File: config.mk
export PLATFORM = sky130hd
export DESIGN_NAME = rotate_and_swizzle_rgba32_pixels
export DESIGN_NICKNAME = d
export VERILOG_FILES = /design/src/hdl/rsw_pkg.sv /design/src/hdl/rsw_cfg_regs.sv /design/src/hdl/rsw_pos_counter.sv /design/src/hdl/rsw_xform.sv /design/src/hdl/rotate_and_swizzle_rgba32_pixels.sv
export SDC_FILE = /design/constraint.sdc
export NUM_CORES = 1
export LEC_CHECK = 0
export ABC_AREA = 1
export CAP_MARGIN = 40
export CELL_PAD_IN_SITES_DETAIL_PLACEMENT = 0
export CELL_PAD_IN_SITES_GLOBAL_PLACEMENT = 1
export CORE_MARGIN = 10
export CORE_UTILIZATION = 51
export DETAILED_ROUTE_END_ITERATION = 10
export DONT_BUFFER_PORTS = 1
export PLACE_DENSITY = 0.85
export SLEW_MARGIN = 20
export SYNTH_ARGS = -nofsm -noshare
export SYNTH_HDL_FRONTEND = slang
export SYNTH_SLANG_ARGS = --single-unit
File: constraint.sdc
create_clock -name aclk -period 6.9 [get_ports aclk]
set_input_delay 0 -clock aclk [delete_from_list [all_inputs] [get_ports aclk]]
set_output_delay 0 -clock aclk [all_outputs]
set_load 0.01 [all_outputs]
File: src/hdl/rsw_pkg.sv
// Shared types and constants for the RGBA32 rotate and swizzle block.
// Holds the configuration record, register map, rotation codes and reset values.
// No dependencies.
`default_nettype none

package rsw_pkg;

    localparam int PIXEL_W     = 32;
    localparam int BYTE_W      = 8;
    localparam int LANES       = PIXEL_W / BYTE_W;
    localparam int LANE_SEL_W  = $clog2(LANES);
    localparam int POS_W       = 12;
    localparam int CFG_SIZE_W  = 13;
    localparam int ROT_W       = 2;
    localparam int SWZ_W       = 26;
    localparam int APB_ADDR_W  = 4;
    localparam int APB_DATA_W  = 32;
    localparam int MIN_HEIGHT  = 4;

    localparam int DEF_MAX_WIDTH  = 4096;
    localparam int DEF_MAX_HEIGHT = 4096;

    localparam logic [CFG_SIZE_W-1:0] RST_FRAME_WIDTH  = CFG_SIZE_W'(1);
    localparam logic [CFG_SIZE_W-1:0] RST_FRAME_HEIGHT = CFG_SIZE_W'(4);
    localparam logic [SWZ_W-1:0]      RST_SWIZZLE      = SWZ_W'(32'h0302_0100);

    typedef enum logic [ROT_W-1:0] {
        ROT_NONE = 2'd0,
        ROT_90   = 2'd1,
        ROT_180  = 2'd2,
        ROT_270  = 2'd3
    } rot_t;

    typedef enum logic [1:0] {
        REG_FRAME_WIDTH  = 2'd0,
        REG_FRAME_HEIGHT = 2'd1,
        REG_ROTATION     = 2'd2,
        REG_SWIZZLE      = 2'd3
    } reg_idx_t;

    typedef struct packed {
        logic [CFG_SIZE_W-1:0] frame_width;
        logic [CFG_SIZE_W-1:0] frame_height;
        rot_t                  rotation;
        logic [SWZ_W-1:0]      swizzle;
    } cfg_t;

endpackage

`default_nettype wire

File: src/hdl/rsw_cfg_regs.sv
// APB configuration registers and clamped frame size for the rotate block.
// Depends on rsw_pkg.
`default_nettype none

module rsw_cfg_regs #(
    parameter int MAX_WIDTH  = rsw_pkg::DEF_MAX_WIDTH,
    parameter int MAX_HEIGHT = rsw_pkg::DEF_MAX_HEIGHT
) (
    input  logic                                aclk,
    input  logic                                aresetn,
    input  logic                                psel,
    input  logic                                penable,
    input  logic                                pwrite,
    input  logic [rsw_pkg::APB_ADDR_W-1:0]      paddr,
    input  logic [rsw_pkg::APB_DATA_W-1:0]      pwdata,
    output logic [rsw_pkg::APB_DATA_W-1:0]      prdata,
    output logic                                pready,
    output rsw_pkg::cfg_t                       cfg,
    output logic [$clog2(MAX_WIDTH+1)-1:0]      width_eff,
    output logic [$clog2(MAX_HEIGHT+1)-1:0]     height_eff
);
    import rsw_pkg::*;

    localparam int WW = $clog2(MAX_WIDTH + 1);
    localparam int HW = $clog2(MAX_HEIGHT + 1);

    cfg_t     cfg_reg;
    reg_idx_t reg_idx;
    logic     wr_en;

    assign pready  = 1'b1;
    assign reg_idx = reg_idx_t'(paddr[3:2]);
    assign wr_en   = psel && penable && pwrite;
    assign cfg     = cfg_reg;

    always_ff @(posedge aclk) begin
        if (!aresetn) begin
            cfg_reg.frame_width  <= RST_FRAME_WIDTH;
            cfg_reg.frame_height <= RST_FRAME_HEIGHT;
            cfg_reg.rotation     <= ROT_NONE;
            cfg_reg.swizzle      <= RST_SWIZZLE;
        end else if (wr_en) begin
            unique case (reg_idx)
                REG_FRAME_WIDTH:  cfg_reg.frame_width  <= pwdata[CFG_SIZE_W-1:0];
                REG_FRAME_HEIGHT: cfg_reg.frame_height <= pwdata[CFG_SIZE_W-1:0];
                REG_ROTATION:     cfg_reg.rotation     <= rot_t'(pwdata[ROT_W-1:0]);
                REG_SWIZZLE:      cfg_reg.swizzle      <= pwdata[SWZ_W-1:0];
                default:          cfg_reg.swizzle      <= cfg_reg.swizzle;
            endcase
        end
    end

    always_comb begin
        unique case (reg_idx)
            REG_FRAME_WIDTH:  prdata = APB_DATA_W'(cfg_reg.frame_width);
            REG_FRAME_HEIGHT: prdata = APB_DATA_W'(cfg_reg.frame_height);
            REG_ROTATION:     prdata = APB_DATA_W'(cfg_reg.rotation);
            REG_SWIZZLE:      prdata = APB_DATA_W'(cfg_reg.swizzle);
            default:          prdata = '0;
        endcase
    end

    // Out-of-range sizes act as the nearest legal size.
    always_comb begin
        if (cfg_reg.frame_width == '0) begin
            width_eff = WW'(1);
        end else if (32'(cfg_reg.frame_width) > MAX_WIDTH) begin
            width_eff = WW'(MAX_WIDTH);
        end else begin
            width_eff = WW'(cfg_reg.frame_width);
        end

        if (32'(cfg_reg.frame_height) < MIN_HEIGHT) begin
            height_eff = HW'(MIN_HEIGHT);
        end else if (32'(cfg_reg.frame_height) > MAX_HEIGHT) begin
            height_eff = HW'(MAX_HEIGHT);
        end else begin
            height_eff = HW'(cfg_reg.frame_height);
        end
    end

endmodule

`default_nettype wire

File: src/hdl/rsw_pos_counter.sv
// Source column/row counter in raster order, wrapping at the frame size.
// Depends on rsw_pkg.
`default_nettype none

module rsw_pos_counter #(
    parameter int MAX_WIDTH  = rsw_pkg::DEF_MAX_WIDTH,
    parameter int MAX_HEIGHT = rsw_pkg::DEF_MAX_HEIGHT
) (
    input  logic                                aclk,
    input  logic                                aresetn,
    input  logic                                advance,
    input  logic [$clog2(MAX_WIDTH+1)-1:0]      width_eff,
    input  logic [$clog2(MAX_HEIGHT+1)-1:0]     height_eff,
    output logic [$clog2(MAX_WIDTH)-1:0]        col,
    output logic [$clog2(MAX_HEIGHT)-1:0]       row,
    output logic                                frame_end
);
    import rsw_pkg::*;

    localparam int CW = $clog2(MAX_WIDTH);
    localparam int RW = $clog2(MAX_HEIGHT);

    logic [CW-1:0] col_reg, col_next;
    logic [RW-1:0] row_reg, row_next;
    logic          last_col, last_row;

    // A counter at or past its limit (size changed mid-frame) counts as the last one.
    assign last_col  = (32'(col_reg) + 32'd1) >= 32'(width_eff);
    assign last_row  = (32'(row_reg) + 32'd1) >= 32'(height_eff);
    assign frame_end = last_col && last_row;
    assign col       = col_reg;
    assign row       = row_reg;

    always_comb begin
        col_next = col_reg;
        row_next = row_reg;
        if (advance) begin
            if (last_col) begin
                col_next = '0;
                row_next = last_row ? '0 : row_reg + RW'(1);
            end else begin
                col_next = col_reg + CW'(1);
            end
        end
    end

    always_ff @(posedge aclk) begin
        if (!aresetn) begin
            col_reg <= '0;
            row_reg <= '0;
        end else begin
            col_reg <= col_next;
            row_reg <= row_next;
        end
    end

endmodule

`default_nettype wire

File: src/hdl/rsw_xform.sv
// Destination address under rotation and byte lane swizzle for one pixel.
// Pure combinational; depends on rsw_pkg.
`default_nettype none

module rsw_xform #(
    parameter int MAX_WIDTH  = rsw_pkg::DEF_MAX_WIDTH,
    parameter int MAX_HEIGHT = rsw_pkg::DEF_MAX_HEIGHT
) (
    input  rsw_pkg::cfg_t                       cfg,
    input  logic [$clog2(MAX_WIDTH+1)-1:0]      width_eff,
    input  logic [$clog2(MAX_HEIGHT+1)-1:0]     height_eff,
    input  logic [$clog2(MAX_WIDTH)-1:0]        col,
    input  logic [$clog2(MAX_HEIGHT)-1:0]       row,
    input  logic [rsw_pkg::PIXEL_W-1:0]         pixel_in,
    output logic [rsw_pkg::POS_W-1:0]           dest_row,
    output logic [rsw_pkg::POS_W-1:0]           dest_col,
    output logic [rsw_pkg::CFG_SIZE_W-1:0]      dest_line_width,
    output logic [rsw_pkg::PIXEL_W-1:0]         pixel_out
);
    import rsw_pkg::*;

    logic [POS_W-1:0] x, y, w_m1, h_m1;

    // Addresses wrap modulo 4096, matching the 12-bit outputs.
    assign x    = POS_W'(col);
    assign y    = POS_W'(row);
    assign w_m1 = POS_W'(width_eff) - POS_W'(1);
    assign h_m1 = POS_W'(height_eff) - POS_W'(1);

    always_comb begin
        unique case (cfg.rotation)
            ROT_90: begin
                dest_row        = x;
                dest_col        = h_m1 - y;
                dest_line_width = CFG_SIZE_W'(height_eff);
            end
            ROT_180: begin
                dest_row        = h_m1 - y;
                dest_col        = w_m1 - x;
                dest_line_width = CFG_SIZE_W'(width_eff);
            end
            ROT_270: begin
                dest_row        = w_m1 - x;
                dest_col        = y;
                dest_line_width = CFG_SIZE_W'(height_eff);
            end
            default: begin
                dest_row        = y;
                dest_col        = x;
                dest_line_width = CFG_SIZE_W'(width_eff);
            end
        endcase
    end

    // Each source byte lands on the lane named by its mask field; collisions OR.
    always_comb begin
        logic [LANE_SEL_W-1:0] lane;
        pixel_out = '0;
        for (int i = 0; i < LANES; i++) begin
            lane = cfg.swizzle[BYTE_W*i +: LANE_SEL_W];
            for (int j = 0; j < LANES; j++) begin
                if (lane == LANE_SEL_W'(j)) begin
                    pixel_out[BYTE_W*j +: BYTE_W] = pixel_out[BYTE_W*j +: BYTE_W]
                                                  | pixel_in[BYTE_W*i +: BYTE_W];
                end
            end
        end
    end

endmodule

`default_nettype wire

File: src/hdl/rotate_and_swizzle_rgba32_pixels.sv
// Streaming RGBA32 rotator: destination address and byte swizzle per pixel.
// Top level; depends on rsw_pkg, rsw_cfg_regs, rsw_pos_counter, rsw_xform.
//
// Usage:
//   Source pixels enter on the s_ channel (valid/ready) in raster order; one
//   result item per pixel leaves on the m_ channel with destination row and
//   column, destination line width, swizzled pixel and a last-of-frame mark.
//   Frame size, rotation and swizzle mask are set over the APB port; the user
//   is to set them only while the stream is idle, as the block has no check
//   for it; pready is always high. Path: an accepted item enters the input
//   register, then, once the result side can take it, the result register,
//   which drives m_valid. Throughput: one item per clock while m_ready
//   stays high; the only logic between the two registers is the address
//   subtract/select and the byte lane OR network.
//   Stall: with m_ready low and a result waiting, the result register holds;
//   an empty input register still takes one more item, after which s_ready
//   drops until m_ready returns. s_ready follows m_ready combinationally.
//   Reset (aresetn low, synchronous): pipeline empties, column and row
//   counters return to zero, registers take width 1, height 4, no rotation
//   and the identity swizzle.
`default_nettype none

module rotate_and_swizzle_rgba32_pixels #(
    parameter int MAX_WIDTH  = rsw_pkg::DEF_MAX_WIDTH,
    parameter int MAX_HEIGHT = rsw_pkg::DEF_MAX_HEIGHT
) (
    input  logic                                aclk,
    input  logic                                aresetn,
    input  logic                                psel,
    input  logic                                penable,
    input  logic                                pwrite,
    input  logic [rsw_pkg::APB_ADDR_W-1:0]      paddr,
    input  logic [rsw_pkg::APB_DATA_W-1:0]      pwdata,
    output logic [rsw_pkg::APB_DATA_W-1:0]      prdata,
    output logic                                pready,
    input  logic                                s_valid,
    output logic                                s_ready,
    input  logic [rsw_pkg::PIXEL_W-1:0]         s_pixel_in,
    output logic                                m_valid,
    input  logic                                m_ready,
    output logic [rsw_pkg::POS_W-1:0]           m_dest_row,
    output logic [rsw_pkg::POS_W-1:0]           m_dest_col,
    output logic [rsw_pkg::CFG_SIZE_W-1:0]      m_dest_line_width,
    output logic [rsw_pkg::PIXEL_W-1:0]         m_pixel_out,
    output logic                                m_frame_end
);
    import rsw_pkg::*;

    localparam int WW = $clog2(MAX_WIDTH + 1);
    localparam int HW = $clog2(MAX_HEIGHT + 1);
    localparam int CW = $clog2(MAX_WIDTH);
    localparam int RW = $clog2(MAX_HEIGHT);

    cfg_t            cfg;
    logic [WW-1:0]   width_eff;
    logic [HW-1:0]   height_eff;
    logic [CW-1:0]   cur_col;
    logic [RW-1:0]   cur_row;
    logic            cur_frame_end;

    // input stage
    logic                a_valid_reg;
    logic [PIXEL_W-1:0]  a_pixel_reg;
    logic [CW-1:0]       a_col_reg;
    logic [RW-1:0]       a_row_reg;
    logic                a_frame_end_reg;

    // result stage
    logic                   m_valid_reg;
    logic [POS_W-1:0]       m_dest_row_reg;
    logic [POS_W-1:0]       m_dest_col_reg;
    logic [CFG_SIZE_W-1:0]  m_line_reg;
    logic [PIXEL_W-1:0]     m_pixel_reg;
    logic                   m_frame_end_reg;

    logic [POS_W-1:0]       x_dest_row;
    logic [POS_W-1:0]       x_dest_col;
    logic [CFG_SIZE_W-1:0]  x_line;
    logic [PIXEL_W-1:0]     x_pixel;

    logic in_take, b_ready, b_load;

    assign b_ready = !m_valid_reg || m_ready;
    assign s_ready = !a_valid_reg || b_ready;
    assign in_take = s_valid && s_ready;
    assign b_load  = a_valid_reg && b_ready;

    rsw_cfg_regs #(
        .MAX_WIDTH  (MAX_WIDTH),
        .MAX_HEIGHT (MAX_HEIGHT)
    ) u_cfg (
        .aclk       (aclk),
        .aresetn    (aresetn),
        .psel       (psel),
        .penable    (penable),
        .pwrite     (pwrite),
        .paddr      (paddr),
        .pwdata     (pwdata),
        .prdata     (prdata),
        .pready     (pready),
        .cfg        (cfg),
        .width_eff  (width_eff),
        .height_eff (height_eff)
    );

    rsw_pos_counter #(
        .MAX_WIDTH  (MAX_WIDTH),
        .MAX_HEIGHT (MAX_HEIGHT)
    ) u_pos (
        .aclk       (aclk),
        .aresetn    (aresetn),
        .advance    (in_take),
        .width_eff  (width_eff),
        .height_eff (height_eff),
        .col        (cur_col),
        .row        (cur_row),
        .frame_end  (cur_frame_end)
    );

    rsw_xform #(
        .MAX_WIDTH  (MAX_WIDTH),
        .MAX_HEIGHT (MAX_HEIGHT)
    ) u_xform (
        .cfg             (cfg),
        .width_eff       (width_eff),
        .height_eff      (height_eff),
        .col             (a_col_reg),
        .row             (a_row_reg),
        .pixel_in        (a_pixel_reg),
        .dest_row        (x_dest_row),
        .dest_col        (x_dest_col),
        .dest_line_width (x_line),
        .pixel_out       (x_pixel)
    );

    always_ff @(posedge aclk) begin
        if (!aresetn) begin
            a_valid_reg <= 1'b0;
            m_valid_reg <= 1'b0;
        end else begin
            if (s_ready) begin
                a_valid_reg <= s_valid;
            end
            if (b_ready) begin
                m_valid_reg <= a_valid_reg;
            end
        end
    end

    always_ff @(posedge aclk) begin
        if (in_take) begin
            a_pixel_reg     <= s_pixel_in;
            a_col_reg       <= cur_col;
            a_row_reg       <= cur_row;
            a_frame_end_reg <= cur_frame_end;
        end
        if (b_load) begin
            m_dest_row_reg  <= x_dest_row;
            m_dest_col_reg  <= x_dest_col;
            m_line_reg      <= x_line;
            m_pixel_reg     <= x_pixel;
            m_frame_end_reg <= a_frame_end_reg;
        end
    end

    assign m_valid           = m_valid_reg;
    assign m_dest_row        = m_dest_row_reg;
    assign m_dest_col        = m_dest_col_reg;
    assign m_dest_line_width = m_line_reg;
    assign m_pixel_out       = m_pixel_reg;
    assign m_frame_end       = m_frame_end_reg;

endmodule

`default_nettype wire

==> results of run 1 <==
worst max-delay path, stage by stage, from the launching register on:
cell and delay, ps:
dfxtp_1 370, inv_1 120, nand2_1 60, nor2_1 80, nand2_1 70, nand2_1 280, inv_1 100, nor2_1 450
inv_1 90, ha_1 280, nand3_1 60, nor2_1 130, nand3_1 380, nand3_1 270, nand2_2 320, nor2_1 200
nor2_1 60
path summary, 6_finish.rpt:
check             cells after the start         endpoint             from
setup / recovery                     16     u_pos.row[1]    u_cfg.cfg[52]
hold / removal                        1  a_pixel_reg[25]   s_pixel_in[25]
setup reg to reg                     16     u_pos.row[1]    u_cfg.cfg[52]
hold reg to reg                       0      m_frame_end  a_frame_end_reg
logic make-up after synthesis:
kind of cell | Yosys count | share of synthesized area
compound gates | 256 | 0.1340
xor+xnor | 26 | 0.02037
buf+inv | 225 | 0.07993
flops | 207 | 0.4845
fa+ha+maj | 54 | 0.06179
other cells | 2 | 0.0006719
simple gates | 577 | 0.2187
timing repair:
action                                  in CTS  in global routing
hold buffers                                71                  0
hold endpoints to repair                   111                  0
endpoints found under the setup margin       0                  0
gates resized for setup                      0                  0
layer usage:
layer	global-route usage	wire length, microns	vias up
met5	0	0	-
met4	0.04731	544	0
met3	0.04610	2586	47
met2	0.3556	15370	371
met1	0.3053	14430	4466
li1	-	-	4662
placed cells by master, fill, tap and decap left out, types with 23 or more instances in the layout:
cell,Yosys,layout
a21oi_1,77,76
nand4_1,28,28
ha_1,52,52
nand3_1,61,61
edfxtp_1,127,127
a221oi_1,32,32
o21ai_0,104,104
dfxtp_1,80,80
clkbuf_16,0,23
dlygate4sd3_1,0,70
inv_1,177,176
nor2_1,194,194
nand2_1,262,262
report_power, final:
part / switching (uW) / total (uW) / internal [uW] / leakage (uW)
clock network: 511 / 1250 / 738 / 0.000363
logic: 314 / 481 / 167 / 0.00329
registers: 73.3 / 1480 / 1400 / 0.00188
total: 899 / 3210 / 2310 / 0.00553
stage by stage:
| step | setup slack [ps] | power [uW] |
|---|---|---|
| after floorplan | 2594 | 1820 |
| after global placement | 3545 | 1924 |
| after detailed placement | 3479 | 1937 |
| after CTS | 3442 | 3218 |
| after global routing | 3085 | 3347 |
| final | 3441 | 3208 |
cell type report:
type / instances / area (sq um) / share of cell area
sequential: 207 / 5415 / 0.4177
multi-input combinational: 920 / 4898 / 0.3778
timing repair buffer: 80 / 843.3 / 0.06505
inverter: 183 / 686.9 / 0.05298
clock buffer: 25 / 593.1 / 0.04574
tap: 280 / 350.3 / 0.02702
clock inverter: 16 / 177.7 / 0.01370
==> key figures, run 1 <==
Clock tree
  – CTS Root Cell: clkbuf_16
  – Reg clk slew, reported paths: 60 ps
  – Latest clock arrival within the worst-skew pair: 520 ps
  – CTS tree: built
  – CTS buffer count: 23
  – TritonCTS Sinks: 207
  – H-tree depth: 1
  – Postcts setup bufs: 0
  – Clock Tree Buf Depth: 3

Final layout
  – Post-route insts no fill: between 1,500 and 2,000
  – Share of cells above drive strength 1: 0.04962
  – Fin area: around 13,000 sq um
  – Max FFs per register: 54
  – Area Growth Syn to Fin: 16.00%
  – Antenna diode count: 0
  – # fillers: about 1,900
  – Final-stage net count: roughly 1,500
  – Final core utilization: 0.5978

STA
  – Hold Fails Final Rpt: 0
  – # setup viols final: 0
  – F_max: 289.1 MHz
  – Worst relative slew slack: 0.4406
  – Worst-margin pin slew: 837.1 ps
  – Min Tclk post-route: between 3000 and 4000 ps
  – Pins Over Slew Limit: 0
  – RSZ-0062 raised after global routing: no
  – Final TNS setup: 0 ps
  – Clock Skews: approximately 12 ps
  – Fin crit share: 0.5014
  – Hold Slack: approximately 100 ps

GRT
  – Grt total ovfl: 0
  – All-Layer GR Usage: 0.2227
  – Largest net degree at the start of global routing: 69
  – Vias in the first global route: 8,925
  – Initial antenna violation count: 0
  – First-pass GRT wire length: 51.28 mm

Synth
  – Fraction of registers with async set/reset: 0
  – Syn avg cell area: 8.298 sq um
  – Synth warn: 0
  – Sequential share of the synthesized area: 0.4845
  – Top-area cell type share of the netlist area: 0.3412
  – Post-synthesis register bit count: 207
  – Most common cell in the netlist: nand2_1
  – Post-synth EDFFs: about 130
  – Leading area contributor after synthesis: edfxtp_1
  – Cells after Synth: 1,347
  – Main synth FF type: edfxtp_1
  – Leading post-synthesis cells by cell area: edfxtp_1 34%, dfxtp_1 14%, nand2_1 8.8%
  – Yosys cell types: 44
  – Post-Syn Area: between 10,000 and 15,000 sq um
  – Top cells by count, synth: 262 x nand2_1, 194 x nor2_1, 177 x inv_1

Route
  – WL/cell: around 19 microns
  – Drt drc: 0
  – Via count: roughly 9,500
  – Final ANT Viol Nets: 0
  – DRT iter0 DRCs: about 1,000
  – DRT Wirelength: roughly 33 mm
  – Number of vias per cell: 5.579
  – Drt pass-1 iters: 5

Place
  – DP HPWL: 24.01 mm
  – RD Place Congestion: a little over 0.9
  – Placed inst area: 11,450 sq um
  – Buffers on Ports: 0
  – Dpl cells: between 1,500 and 2,000

Floorplan
  – Core Area: about 22,000 sq um
  – Area of the die: between 20,000 and 30,000 sq um
  – DIE WIDTH: about 170 microns
  – # IOs: 180
  – Row cnt: between 50 and 60
  – Die Span Y: ~170 microns
  – Initial Utilization: 0.5153

Pwr
  – PwrDens: around 250 nW/um^2
  – Worst vdd ir: between 0.00015 and 0.0002 V
  – Leakage power: approximately 0.0055 uW

Setup path
  – Worst Setup End Kind: flop
  – Max FO, Critical Path: 26
  – R2R Setup Slk: between 3000 and 4000 ps
  – Crit path launch type: flop
  – Arr. time, crit path: 3870 ps
  – Worst endpoint required time: 7310 ps
  – Kind of critical path: reg2reg

Outcome
  – Status: finished clean

Hold path
  – Min-delay worst type: in2reg

Job
  – Number of max-cap violations: 0
(Power assumes the default switching activity.)
==> run 2: changes to the inputs <==
--- a/config.mk
+++ b/config.mk
@@ -5,15 +5,15 @@
 export SDC_FILE = /design/constraint.sdc
 export NUM_CORES = 1
 export LEC_CHECK = 0
-export ABC_AREA = 1
+export ABC_AREA = 0
 export CAP_MARGIN = 40
 export CELL_PAD_IN_SITES_DETAIL_PLACEMENT = 0
 export CELL_PAD_IN_SITES_GLOBAL_PLACEMENT = 1
 export CORE_MARGIN = 10
-export CORE_UTILIZATION = 51
+export CORE_UTILIZATION = 50
 export DETAILED_ROUTE_END_ITERATION = 10
 export DONT_BUFFER_PORTS = 1
-export PLACE_DENSITY = 0.85
+export PLACE_DENSITY = 0.81
 export SLEW_MARGIN = 20
 export SYNTH_ARGS = -nofsm -noshare
 export SYNTH_HDL_FRONTEND = slang
==> constraint.sdc (replaced) <==
create_clock -name aclk -period 3.45 [get_ports aclk]
set_input_delay 0 -clock aclk [delete_from_list [all_inputs] [get_ports aclk]]
set_output_delay 0 -clock aclk [all_outputs]
set_load 0.01 [all_outputs]
==> key figures, run 2 <==
Place
  – Placed inst area: 11,450 sq um (about the same)
  – Dpl cells: 1,357 (-15%)
  – RD Place Congestion: 0.9194 (-1.3%)
  – Buffers on Ports: 0 (unchanged)
  – DP HPWL: 22.95 mm (-4.4%)
  – Setup WS pre-CTS: -14.01 ps (-3493 ps)

Pwr
  – Net Sw Frac: 0.2420 (-0.03817)
  – PwrDens: 452.5 nW/um^2 (+83%)
  – Leakage power: 0.005142 uW (-7.0%)
  – NetSw: 1446 uW (+61%)
  – Combinational group share of total power: 0.090 (-0.060)
  – Worst vdd ir: 0.0002588 V (+57%)
  – Clk network pwr share: 0.437 (+0.048)
  – Sequential share of power: 0.473 (+0.012)
  – Internal: 4530 uW (+96%)

GRT
  – Largest net degree at the start of global routing: 71 (+2.9%)
  – All-Layer GR Usage: 0.2144 (-0.008344)
  – Initial antenna violation count: 0 (unchanged)
  – Grt total ovfl: 0 (unchanged)
  – Vias in the first global route: 8,509 (-4.7%)
  – First-pass GRT wire length: 49.20 mm (-4.1%)

STA
  – F_max: 307.2 MHz (+6.3%)
  – Hold Fails Final Rpt: 0 (unchanged)
  – Clock Skews: 21.01 ps (+8.795 ps)
  – Fin crit share: 0.9435 (+0.4421)
  – Worst relative slew slack: 0.4423 (+0.001715)
  – Pins Over Slew Limit: 0 (unchanged)
  – Worst-margin pin slew: 834.9 ps (-2.263 ps)
  – Min Tclk post-route: 3255 ps (-204.5 ps)
  – # setup viols final: 0 (unchanged)
  – Final setup margin: 195.1 ps (-3246 ps)
  – Final TNS setup: 0 ps (unchanged)

Final layout
  – Fin area: 13,210 sq um (+1.9%)
  – Post-route insts no fill: 1,487 (-13%)
  – Area Growth Syn to Fin: 19.55%
  – Share of cells above drive strength 1: 0.09942 (+0.04980)
  – Most common cell after layout, fill and taps aside: nand2_1
  – Antenna diode count: 0 (unchanged)
  – Final-stage net count: 1,319 (-15%)
  – Most frequent cells in the layout: 210 x nand2_1, 127 x edfxtp_1, 85 x dlygate4sd3_1, 79 x dfxtp_1, 76 x a21oi_1
  – Final core utilization: 0.6071 (+0.009300)
  – # fillers: 1,842 (-3.7%)
  – Max FFs per register: 54 (unchanged)

Clock tree
  – CTS tree: built
  – CTS Root Cell: clkbuf_16
  – Clock Tree Buf Depth: 3 (unchanged)
  – H-tree depth: 1 (unchanged)
  – TritonCTS Sinks: 207 (unchanged)
  – Latest clock arrival within the worst-skew pair: 530 ps (about the same)
  – Reg clk slew, reported paths: 60 ps (about the same)
  – CTS buffer count: 23 (unchanged)

Setup path
  – Crit path launch type: flop
  – Max FO, Critical Path: 4 (-85%)
  – R2R Setup Slk: 200 ps (-3250 ps)
  – Worst endpoint required time: 3710 ps (-3600 ps)
  – Kind of critical path: reg2reg
  – Register-to-Register Path Depth: 11 (-5)
  – Worst Setup End Kind: flop
  – Arr. time, crit path: 3510 ps (-360 ps)

Route
  – WL/cell: 21.79 microns (+13%)
  – Final ANT Viol Nets: 0 (unchanged)
  – DRT iter0 DRCs: 778 (-24%)
  – DRT Wirelength: 32.41 mm (-1.6%)
  – Via count: 9,085 (-4.8%)
  – Drt pass-1 iters: 6 (+1)
  – Drt drc: 0 (unchanged)
  – Number of vias per cell: 6.110 (+9.5%)

Floorplan
  – Initial Utilization: 0.5078 (-0.007524)
  – Die Span Y: 168.6 microns (+0.36%)
  – Row cnt: 54 (unchanged)
  – Area of the die: 28,440 sq um (+0.72%)
  – DIE WIDTH: 168.6 microns (+0.36%)
  – Core Area: 21,760 sq um (+0.31%)
  – # IOs: 180 (unchanged)

Synth
  – Leading post-synthesis cells by cell area: edfxtp_1 35%, dfxtp_1 14%, nand2_1 7.1%
  – Top cells by count, synth: 210 x nand2_1, 127 x edfxtp_1, 80 x dfxtp_1
  – Most common cell in the netlist: nand2_1
  – Syn avg cell area: 10.03 sq um (+21%)
  – Cells after Synth: 1,102 (-18%)
  – Post-Syn Area: 11,050 sq um (-1.2%)
  – Fraction of registers with async set/reset: 0 (unchanged)
  – Sequential share of the synthesized area: 0.4901 (+0.005652)
  – Synth warn: 0 (unchanged)
  – Post-synth EDFFs: 127 (unchanged)
  – Yosys cell types: 64 (+45%)
  – Top-area cell type share of the netlist area: 0.3452 (+0.003980)
  – Post-synthesis register bit count: 207 (unchanged)
  – Main synth FF type: edfxtp_1
  – Leading area contributor after synthesis: edfxtp_1

Hold path
  – Min-delay worst type: in2reg
  – Hold path depth: 3 (+2)

Outcome
  – Status: finished clean

Job
  – Number of max-cap violations: 0 (unchanged)
[run 2: path summary, 6_finish.rpt]
kind                    from       endpoint
min                 paddr[2]  u_cfg.cfg[28]
max reg2reg    u_cfg.cfg[45]  m_dest_row[8]
min reg2reg  a_frame_end_reg    m_frame_end
max            u_cfg.cfg[45]  m_dest_row[8]
[run 2: layer usage]
| layer | vias up | global-route usage | wire length, microns |
|---|---|---|---|
| met2 | 454 | 0.3444 | 15340 |
| met3 | 59 | 0.04562 | 2808 |
| met1 | 4357 | 0.2870 | 13500 |
| li1 | 4215 | - | - |
| met4 | 0 | 0.05791 | 762 |
| met5 | - | 0 | 0 |
[run 2: cells by family (layout without fill, tap and decap cells)]
logic type | after synthesis | in the layout | synth area share
simple gates | 383 | 383 | 0.1610
compound gates | 262 | 262 | 0.1549
flops | 207 | 207 | 0.4901
buf+inv | 119 | 219 | 0.04315
fa+ha+maj | 54 | 54 | 0.06251
xor+xnor | 38 | 38 | 0.03012
mux | 37 | 37 | 0.05742
other cells | 2 | 7 | 0.0006798
[run 2: area by class of cell]
class                           count  area (sq um)  share of cell area
Tap cell                          280         350.3             0.02653
Clock buffer                       26         596.8             0.04519
Timing Repair Buffer              122          1199             0.09075
Multi-Input combinational cell    781          5228              0.3958
Clock inverter                     16         211.5             0.01601
Sequential cell                   207          5416              0.4101
Inverter                           55         206.4             0.01563
[run 2: power groups by stage]
stage	registers (uW)	clock network, uW	logic [uW]
detailed placement	2880	0	436
global placement	2880	0	425
floorplan	2850	0	330
finish	2830	2610	541
global route	2840	2740	586
CTS	2830	2640	524
[run 2: timing repair]
action / CTS / global route
hold buffers: 84 / 2
endpoints found under the hold margin: 112 / 2
setup endpoints to repair: 3 / 30
buffers inserted: 0 / 0
gates resized for setup: 1 / 11
[run 2: per-stage QoR]
stage               total power (uW)  hold slack, ps
floorplan                       3183           98.87
global placement                3301           86.01
detailed placement              3316           87.02
CTS                             5989           5.716
global route                    6166           29.13
finish                          5976           20.05
[run 2: worst max-delay path, stage by stage, from the launching register on]
cell,delay [ps]
dfxtp_1,340
nor4_2,370
a31oi_1,150
nor2_2,200
ha_2,250
inv_1,60
fa_1,390
nand2b_1,190
a21oi_2,220
o22ai_1,160
xnor2_1,160
mux4_2,480
